**config.mk**
```make
export PLATFORM = sky130hd
export DESIGN_NAME = hex_escape_unescaper_top
export DESIGN_NICKNAME = d
export VERILOG_FILES = /design/src/rtl/core/hexu_pkg.sv /design/src/rtl/core/hex_escape_unescaper_top.sv /design/src/rtl/core/hexu_fifo.sv /design/src/rtl/core/hexu_front.sv /design/src/rtl/core/hexu_back.sv
export SDC_FILE = /design/constraint.sdc
export NUM_CORES = 1
export LEC_CHECK = 0
export BUFFER_PORTS_ARGS = -buffer_cell sky130_fd_sc_hd__buf_2
export CELL_PAD_IN_SITES_DETAIL_PLACEMENT = 1
export CELL_PAD_IN_SITES_GLOBAL_PLACEMENT = 1
export CORE_AREA = 8 8 181 114
export DETAILED_ROUTE_END_ITERATION = 8
export DIE_AREA = 0 0 189 122
export GPL_TIMING_DRIVEN = 0
export PLACE_DENSITY_LB_ADDON = 0.2
export SLEW_MARGIN = 10
export SYNTH_ARGS = -nofsm -noshare
export SYNTH_HDL_FRONTEND = slang
export SYNTH_SLANG_ARGS = --single-unit
```
**constraint.sdc**
```tcl
create_clock -name clk -period 4.9 [get_ports clk]
set_input_delay 0.98 -clock clk [delete_from_list [all_inputs] [get_ports clk]]
set_output_delay 0.98 -clock clk [all_outputs]
set_load 0.005 [all_outputs]
```
**src/rtl/core/hexu_pkg.sv**
```systemverilog
// Package for the hex escape unescaper: character codes, queue entry types
// and the hex digit decoder. No dependencies.
`timescale 1ns / 1ps

package hexu_pkg;

	localparam logic [7:0] BACKSLASH_CHAR = 8'h5C;
	localparam logic [7:0] X_CHAR         = 8'h78;

	localparam int CMD_DEPTH = 4;
	localparam int OUT_DEPTH = 2;

	// What the back part emits after the held characters
	localparam logic [1:0] TAIL_NONE = 2'd0;
	localparam logic [1:0] TAIL_CHAR = 2'd1;
	localparam logic [1:0] TAIL_TERM = 2'd2;

	// One command from front to back: held characters to flush, then a tail
	typedef struct packed {
		logic [1:0] held_n;
		logic [7:0] held_digit;
		logic [1:0] tail_kind;
		logic [7:0] tail_byte;
		logic       any;
	} cmd_t;

	typedef struct packed {
		logic [7:0] data;
		logic       is_data;
		logic       last;
		logic       any;
	} res_t;

	// {valid, nibble}
	function automatic logic [4:0] hex_decode(input logic [7:0] c);
		logic [7:0] v;
		logic       ok;
		v  = 8'h00;
		ok = 1'b0;
		if (c >= 8'h30 && c <= 8'h39) begin
			v  = c - 8'h30;
			ok = 1'b1;
		end else if (c >= 8'h41 && c <= 8'h46) begin
			v  = c - 8'h37;
			ok = 1'b1;
		end else if (c >= 8'h61 && c <= 8'h66) begin
			v  = c - 8'h57;
			ok = 1'b1;
		end
		return {ok, v[3:0]};
	endfunction

endpackage

```
**src/rtl/core/hex_escape_unescaper_top.sv**
```systemverilog
// Top level of the hex escape unescaper: front matcher, command queue,
// back expander and result queue. Depends on hexu_pkg and all hexu_ modules.
//
//   channel   handshake        fields
//   input     push / full      in_byte, end_marker
//   result    pop / empty      out_byte, is_data, last_of_string, any_decoded
//
// One request is taken per cycle while the command queue has room.
// The back expander emits one result per cycle while it holds a command and the
// result queue has room; a request yields up to four. A result is registered in
// the command queue and then in the result queue before it reaches the result ports.
// Reset clears all state and both queues; queue payload is not reset.
// A stalled result side fills the result queue, then the command queue,
// then raises full.
`timescale 1ns / 1ps

module hex_escape_unescaper_top #(
	parameter int CMD_DEPTH = hexu_pkg::CMD_DEPTH,
	parameter int OUT_DEPTH = hexu_pkg::OUT_DEPTH
) (
	input  logic       clk,
	input  logic       arst_n,
	input  logic       push,
	output logic       full,
	input  logic [7:0] in_byte,
	input  logic       end_marker,
	input  logic       pop,
	output logic       empty,
	output logic [7:0] out_byte,
	output logic       is_data,
	output logic       last_of_string,
	output logic       any_decoded
);

	localparam int CmdW = $bits(hexu_pkg::cmd_t);
	localparam int ResW = $bits(hexu_pkg::res_t);

	logic            cmd_full;
	logic            cmd_empty;
	logic            cmd_push;
	logic            cmd_pop;
	hexu_pkg::cmd_t  cmd_in;
	hexu_pkg::cmd_t  cmd_head;
	logic [CmdW-1:0] cmd_rdata;
	logic            out_full;
	logic            out_push;
	hexu_pkg::res_t  res_in;
	hexu_pkg::res_t  res_head;
	logic [ResW-1:0] res_rdata;

	assign full     = cmd_full;
	assign cmd_head = hexu_pkg::cmd_t'(cmd_rdata);
	assign res_head = hexu_pkg::res_t'(res_rdata);

	hexu_front u_front (
		.clk       (clk),
		.arst_n    (arst_n),
		.in_valid  (push && !cmd_full),
		.in_byte   (in_byte),
		.end_marker(end_marker),
		.cmd_push  (cmd_push),
		.cmd       (cmd_in)
	);

	hexu_fifo #(
		.Width(CmdW),
		.Depth(CMD_DEPTH)
	) u_cmd_q (
		.clk   (clk),
		.arst_n(arst_n),
		.push  (cmd_push),
		.wdata (cmd_in),
		.full  (cmd_full),
		.pop   (cmd_pop),
		.rdata (cmd_rdata),
		.empty (cmd_empty)
	);

	hexu_back u_back (
		.clk      (clk),
		.arst_n   (arst_n),
		.cmd_empty(cmd_empty),
		.cmd      (cmd_head),
		.cmd_pop  (cmd_pop),
		.out_full (out_full),
		.out_push (out_push),
		.res      (res_in)
	);

	hexu_fifo #(
		.Width(ResW),
		.Depth(OUT_DEPTH)
	) u_out_q (
		.clk   (clk),
		.arst_n(arst_n),
		.push  (out_push),
		.wdata (res_in),
		.full  (out_full),
		.pop   (pop),
		.rdata (res_rdata),
		.empty (empty)
	);

	assign out_byte       = res_head.data;
	assign is_data        = res_head.is_data;
	assign last_of_string = res_head.last;
	assign any_decoded    = res_head.any;

endmodule

```
**src/rtl/core/hexu_fifo.sv**
```systemverilog
// Small first-in first-out queue built from registers.
// Generic; no package dependency.
`timescale 1ns / 1ps

module hexu_fifo #(
	parameter int Width = 8,
	parameter int Depth = 2
) (
	input  logic             clk,
	input  logic             arst_n,
	input  logic             push,
	input  logic [Width-1:0] wdata,
	output logic             full,
	input  logic             pop,
	output logic [Width-1:0] rdata,
	output logic             empty
);

	localparam int AW = (Depth > 1) ? $clog2(Depth) : 1;
	localparam int CW = $clog2(Depth + 1);

	logic [Width-1:0] mem_q [Depth];
	logic [AW-1:0]    wr_ptr_q;
	logic [AW-1:0]    rd_ptr_q;
	logic [CW-1:0]    count_q;
	logic             do_push;
	logic             do_pop;

	assign full    = (count_q == CW'(Depth));
	assign empty   = (count_q == '0);
	assign do_push = push && !full;
	assign do_pop  = pop && !empty;
	assign rdata   = mem_q[rd_ptr_q];

	always_ff @(posedge clk) begin
		if (do_push) begin
			mem_q[wr_ptr_q] <= wdata;
		end
	end

	always_ff @(posedge clk or negedge arst_n) begin
		if (!arst_n) begin
			wr_ptr_q <= '0;
			rd_ptr_q <= '0;
			count_q  <= '0;
		end else begin
			if (do_push) begin
				wr_ptr_q <= (wr_ptr_q == AW'(Depth - 1)) ? '0 : wr_ptr_q + AW'(1);
			end
			if (do_pop) begin
				rd_ptr_q <= (rd_ptr_q == AW'(Depth - 1)) ? '0 : rd_ptr_q + AW'(1);
			end
			if (do_push && !do_pop) begin
				count_q <= count_q + CW'(1);
			end else if (do_pop && !do_push) begin
				count_q <= count_q - CW'(1);
			end
		end
	end

endmodule

```
**src/rtl/core/hexu_front.sv**
```systemverilog
// Front part: escape matcher. Holds partial escapes and issues one command
// per request that produces output. Depends on hexu_pkg.
`timescale 1ns / 1ps

module hexu_front (
	input  logic             clk,
	input  logic             arst_n,
	input  logic             in_valid,
	input  logic [7:0]       in_byte,
	input  logic             end_marker,
	output logic             cmd_push,
	output hexu_pkg::cmd_t   cmd
);

	logic [1:0] held_q;
	logic [7:0] digit_q;
	logic       seen_q;
	logic [1:0] held_d;
	logic [7:0] digit_d;
	logic       seen_d;
	logic [4:0] hi_hex;
	logic [4:0] lo_hex;

	assign hi_hex = hexu_pkg::hex_decode(digit_q);
	assign lo_hex = hexu_pkg::hex_decode(in_byte);

	always_comb begin
		logic fail;
		logic is_bs;
		fail           = 1'b0;
		is_bs          = (in_byte == hexu_pkg::BACKSLASH_CHAR);
		held_d         = held_q;
		digit_d        = digit_q;
		seen_d         = seen_q;
		cmd_push       = 1'b0;
		cmd.held_n     = 2'd0;
		cmd.held_digit = digit_q;
		cmd.tail_kind  = hexu_pkg::TAIL_CHAR;
		cmd.tail_byte  = in_byte;
		cmd.any        = 1'b0;
		if (in_valid) begin
			if (end_marker) begin
				cmd_push      = 1'b1;
				cmd.held_n    = held_q;
				cmd.tail_kind = hexu_pkg::TAIL_TERM;
				cmd.tail_byte = 8'h00;
				cmd.any       = seen_q;
				held_d        = 2'd0;
				seen_d        = 1'b0;
			end else begin
				case (held_q)
					2'd0: begin
						if (is_bs) begin
							held_d = 2'd1;
						end else begin
							cmd_push = 1'b1;
						end
					end
					2'd1: begin
						if (in_byte == hexu_pkg::X_CHAR) begin
							held_d = 2'd2;
						end else begin
							fail = 1'b1;
						end
					end
					2'd2: begin
						if (lo_hex[4]) begin
							digit_d = in_byte;
							held_d  = 2'd3;
						end else begin
							fail = 1'b1;
						end
					end
					default: begin
						// \x00 is left as plain text
						if (hi_hex[4] && lo_hex[4] && (hi_hex[3:0] | lo_hex[3:0]) != 4'h0) begin
							cmd_push      = 1'b1;
							cmd.tail_byte = {hi_hex[3:0], lo_hex[3:0]};
							seen_d        = 1'b1;
							held_d        = 2'd0;
						end else begin
							fail = 1'b1;
						end
					end
				endcase
				if (fail) begin
					// flush what is held, then rescan this char from idle
					cmd_push      = 1'b1;
					cmd.held_n    = held_q;
					cmd.tail_kind = is_bs ? hexu_pkg::TAIL_NONE : hexu_pkg::TAIL_CHAR;
					held_d        = is_bs ? 2'd1 : 2'd0;
				end
			end
		end
	end

	always_ff @(posedge clk or negedge arst_n) begin
		if (!arst_n) begin
			held_q  <= 2'd0;
			digit_q <= 8'h00;
			seen_q  <= 1'b0;
		end else begin
			held_q  <= held_d;
			digit_q <= digit_d;
			seen_q  <= seen_d;
		end
	end

`ifndef SYNTHESIS
	a_digit_is_hex: assert property (@(posedge clk) disable iff (!arst_n)
		held_q == 2'd3 |-> hi_hex[4])
		else $error("held digit is not a hex digit");

	a_end_clears: assert property (@(posedge clk) disable iff (!arst_n)
		in_valid && end_marker |=> held_q == 2'd0 && !seen_q)
		else $error("end of string left state behind");

	a_cmd_nonempty: assert property (@(posedge clk) disable iff (!arst_n)
		cmd_push && cmd.tail_kind == hexu_pkg::TAIL_NONE |-> cmd.held_n != 2'd0)
		else $error("command with nothing to emit");
`endif

endmodule

```
**src/rtl/core/hexu_back.sv**
```systemverilog
// Back part: expands one command into its results, one per cycle while the
// result queue has room. Depends on hexu_pkg.
`timescale 1ns / 1ps

module hexu_back (
	input  logic             clk,
	input  logic             arst_n,
	input  logic             cmd_empty,
	input  hexu_pkg::cmd_t   cmd,
	output logic             cmd_pop,
	input  logic             out_full,
	output logic             out_push,
	output hexu_pkg::res_t   res
);

	logic [1:0] pos_q;
	logic [1:0] last_idx;
	logic       step;

	assign last_idx = (cmd.tail_kind == hexu_pkg::TAIL_NONE) ? cmd.held_n - 2'd1 : cmd.held_n;
	assign step     = !cmd_empty && !out_full;
	assign out_push = step;
	assign cmd_pop  = step && (pos_q == last_idx);

	always_comb begin
		res.data    = 8'h00;
		res.is_data = 1'b1;
		res.last    = 1'b0;
		res.any     = 1'b0;
		if (pos_q < cmd.held_n) begin
			case (pos_q)
				2'd0:    res.data = hexu_pkg::BACKSLASH_CHAR;
				2'd1:    res.data = hexu_pkg::X_CHAR;
				default: res.data = cmd.held_digit;
			endcase
		end else begin
			case (cmd.tail_kind)
				hexu_pkg::TAIL_TERM: begin
					res.is_data = 1'b0;
					res.last    = 1'b1;
					res.any     = cmd.any;
				end
				default: res.data = cmd.tail_byte;
			endcase
		end
	end

	always_ff @(posedge clk or negedge arst_n) begin
		if (!arst_n) begin
			pos_q <= 2'd0;
		end else if (step) begin
			pos_q <= cmd_pop ? 2'd0 : pos_q + 2'd1;
		end
	end

`ifndef SYNTHESIS
	a_head_nonempty: assert property (@(posedge clk) disable iff (!arst_n)
		!cmd_empty |-> !(cmd.held_n == 2'd0 && cmd.tail_kind == hexu_pkg::TAIL_NONE))
		else $error("empty command at queue head");

	a_mid_has_head: assert property (@(posedge clk) disable iff (!arst_n)
		pos_q != 2'd0 |-> !cmd_empty)
		else $error("command lost mid expansion");

	a_pos_bound: assert property (@(posedge clk) disable iff (!arst_n)
		pos_q != 2'd0 |-> pos_q <= last_idx)
		else $error("expansion ran past command end");
`endif

endmodule
```
==> run_results.csv <==
group,metric,value,unit
sta,min_period,4070,ps
worst_setup_path,critPathCaptureType,"flop",
global_route,grt_first_pass_wirelength,21100,um
placement,dp.cells,652,
power,p_per_area,672,mW/mm^2
placement,io_buffers,24,
synthesis,synth.distinct_cells,63,
clock_tree,clock_path_buffers,2,
clock_tree,cts_setup_buffers,0,
synthesis,synth-edff-count,106,
sta,fin_tns_setup,0,ps
power,seqPwrFrac,38.2,%
clock_tree,clk-insertion-delay-late,420,ps
placement,dp.final_hpwl,9410,um
worst_setup_path,worstSetupStartpointType,"primary input",
drt,via_per_inst,5.04,
sta,worst_slew_pin_slew,1220,ps
layout,layout_common_cells,"edfxtp_1 (106), buf_2 (27), dfrtp_1 (24)",
clock_tree,cts_buffers,17,
floorplanning,die-area,0.0231,sq mm
power,power_frac_clock,28.7,%
drt,postRouteAntennaNets,0,
synthesis,syn_area,0.00599,sq mm
floorplanning,rows,38,
clock_tree,hold_buffers,0,
clock_tree,cts_resized,0,
synthesis,synth_fp_nets,423,
worst_setup_path,r2r_cells,12,
clock_tree,path_clk_slew,60,ps
power,leakagePower,0.00253,uW
global_route,grt_max_degree,25,
global_route,grt_overflow_total,0,
power,p_switching,1560,uW
flow_run,timing.max_cap.violations,0,
layout,area_growth,17.6,%
min_path,hold_depth,1,
synthesis,ys_ff_latch,130,
floorplanning,ios,26,
floorplanning,fp.dieW,189,um
sta,finalSetupViolCount,0,
worst_setup_path,timing.critical_path.mode_cell,"a21oi_1",
sta,final.period_utilization,83.1,%
sta,skew,10.2,ps
clock_tree,cts.sinks,130,
synthesis,syn_inst,388,
sta,grt_setup_unrepaired,"no",
synthesis,syn_avg_cell_area,15.4,sq um
layout,mostFrequentLayoutCell,"edfxtp_1",
power,switching_share,33.0,%
synthesis,yosys_warnings,0,
drt,drt_pass1_iterations,4,
sta,slew_headroom,18.6,%
worst_setup_path,path_class,"in -> reg",
placement,place_congestion,0.769,
power,ir_drop,0.265,mV
layout,fin_cells,684,
min_path,hp-class,"reg -> reg",
clock_tree,cts-root-buf,"clkbuf_16",
status,outcome,"completed",
sta,fmax,246,MHz
layout,drive_above_1_share,26.1,%
floorplanning,start_util,33.6,%
global_route,antenna_found_initial,0,
worst_setup_path,critical_path_arrival,4090,ps
floorplanning,die_h,122,um
global_route,grt_pass1_vias,3662,
synthesis,synth_top_flop_cell,"edfxtp_1",
sta,hold_viol,0,
drt,drt_iter0_markers,215,
floorplanning,coreArea,0.0178,sq mm
drt,drc,0,
clock_tree,htree_levels,4,
drt,via_count,3448,
layout,insertedDiodeCount,0,
clock_tree,cts_tree,"done",
worst_setup_path,cp_slowest_stage_delay,1030,ps
drt,wl_per_cell,19.6,um
worst_setup_path,crit_required,4920,ps
worst_setup_path,cp_max_fo,21,
global_route,grtUsageTotal,12.2,%
layout,layout.nets,466,
synthesis,yosysSeqAreaShare,63.2,%
worst_setup_path,crit_chain,"buf_2 -> inv_1 -> ha_1 -> o21bai_1 -> a21oi_1 -> a21oi_1 -> a21o_1 -> a21oi_1 -> a21oi_1 -> and2_1",
worst_setup_path,cpMaxStageDelayCell,"and2_1",
power,p_int,3170,uW
power,p_comb_share,33.1,%
drt,wl,13400,um
sta,drv_slew,0,
synthesis,async_flop_share,18.5,%
==> path summary, 6_finish.rpt <==
check / start / to / slack, ps
min in group asynchronous: arst_n / u_front.held_q[1] / 570
min: u_out_q.wr_ptr_q / u_out_q.wr_ptr_q / 490
min reg2reg: u_out_q.wr_ptr_q / u_out_q.wr_ptr_q / 490
max: in_byte[0] / u_cmd_q.mem_q[1][3] / 830
max reg2reg: u_cmd_q.rd_ptr_q[1] / u_cmd_q.count_q[2] / 1420
max in group asynchronous: arst_n / u_back.pos_q[1] / 3920
==> worst max-delay path: cells and delay by family <==
kind | cells | cell delay [ps]
AOI/OAI and AO/OA | 6 | 1480
adders and majority gates | 1 | 280
buffers and inverters | 2 | 310
and+or+nand+nor | 1 | 1030
==> power by group through the flow <==
stage | clock [uW] | combinational (uW) | sequential, uW
final | 1360 | 1570 | 1810
after global routing | 1420 | 1760 | 1850
after CTS | 1380 | 1610 | 1820
after detailed placement | 0 | 1600 | 1840
after global placement | 0 | 1550 | 1810
after floorplan | 0 | 1120 | 1770
==> final cells by class <==
type | instances | area (sq um)
fillers | 1803 | 10800
flip-flops and latches | 130 | 3780
multi-input cells | 230 | 2090
clock buffers | 18 | 429
well taps | 240 | 300
clock inverters | 14 | 205
repair buffers | 24 | 120
inverters | 18 | 67.6
plain buffers | 10 | 48.8
==> cell usage after synthesis, types with 2 or more instances <==
cell type  count  share of area [%]
ha_1          21                4.4
buf_2          3               0.25
o21ai_0       15                1.3
and2_1         7               0.73
nand2b_1       5               0.52
nor3b_1        4               0.50
xor2_1         3               0.44
o22ai_1        2               0.21
nor3_1        10               0.84
o21bai_1       3               0.38
mux4_2        21                7.9
xnor2_1        6               0.88
nor2_2         2               0.21
o21a_1         2               0.25
dfrtp_1       24                 10
mux2_2        19                3.6
nor2b_1        4               0.42
inv_1         18                1.1
buf_4          2               0.25
edfxtp_1     106                 53
nor2_1        18                1.1
a21oi_1       18                1.5
o2bb2ai_1      5               0.73
nand2_1       17                1.1
nand4bb_1      2               0.38
o31a_1         2               0.29
a21o_1         3               0.38
buf_1          2               0.13
nand3_1        5               0.42
mux2i_1        3               0.50
a31oi_1        2               0.21
clkbuf_1       3               0.19
==> kinds of logic after synthesis <==
logic type | after synthesis | synth area share, %
flops | 130 | 63.2
simple gates | 88 | 8.08
compound gates | 66 | 8.38
mux | 45 | 12.4
buf+inv | 28 | 1.94
fa+ha+maj | 22 | 4.72
xor+xnor | 9 | 1.32
==> layer usage <==
| metal | wire length, um | vias up | part of all wire (%) | global-route usage (%) |
|---|---|---|---|---|
| li1 | - | 1592 | - | - |
| met1 | 7180 | 1781 | 54 | 17.8 |
| met2 | 5520 | 62 | 41 | 17.5 |
| met3 | 570 | 13 | 4.2 | 3.25 |
| met4 | 147 | 0 | 1.1 | 3.94 |
| met5 | 0 | - | 0 | 0 |
==> state kept, by name, summed over array words and instances (netlist names) <==
| register | flops |
|---|---|
| u_cmd_q.mem_q | 84 |
| u_out_q.mem_q | 22 |
| u_out_q.wr_ptr_q | 1 |
| u_front.seen_q | 1 |
| u_cmd_q.rd_ptr_q | 2 |
| u_front.digit_q | 8 |
| u_front.held_q | 2 |
| u_cmd_q.wr_ptr_q | 2 |
| u_out_q.count_q | 2 |
| u_back.pos_q | 2 |
| u_cmd_q.count_q | 3 |
| u_out_q.rd_ptr_q | 1 |
==> stage by stage <==
step | utilization, % | worst slack, ps | instance area [sq um] | total power [uW] | hold slack, ps
2_1_floorplan | - | 1350 | 5990 | 2890 | 455
3_3_place_gp | 36.0 | 323 | 6410 | 3370 | 470
3_5_place_dp | 36.0 | 281 | 6410 | 3440 | 483
4_1_cts | 39.5 | 714 | 7050 | 4800 | 493
5_1_grt | 39.5 | 412 | 7050 | 5040 | 522
6_report | 39.5 | 829 | 7050 | 4740 | 492
Power figures use the tool's default switching activity.
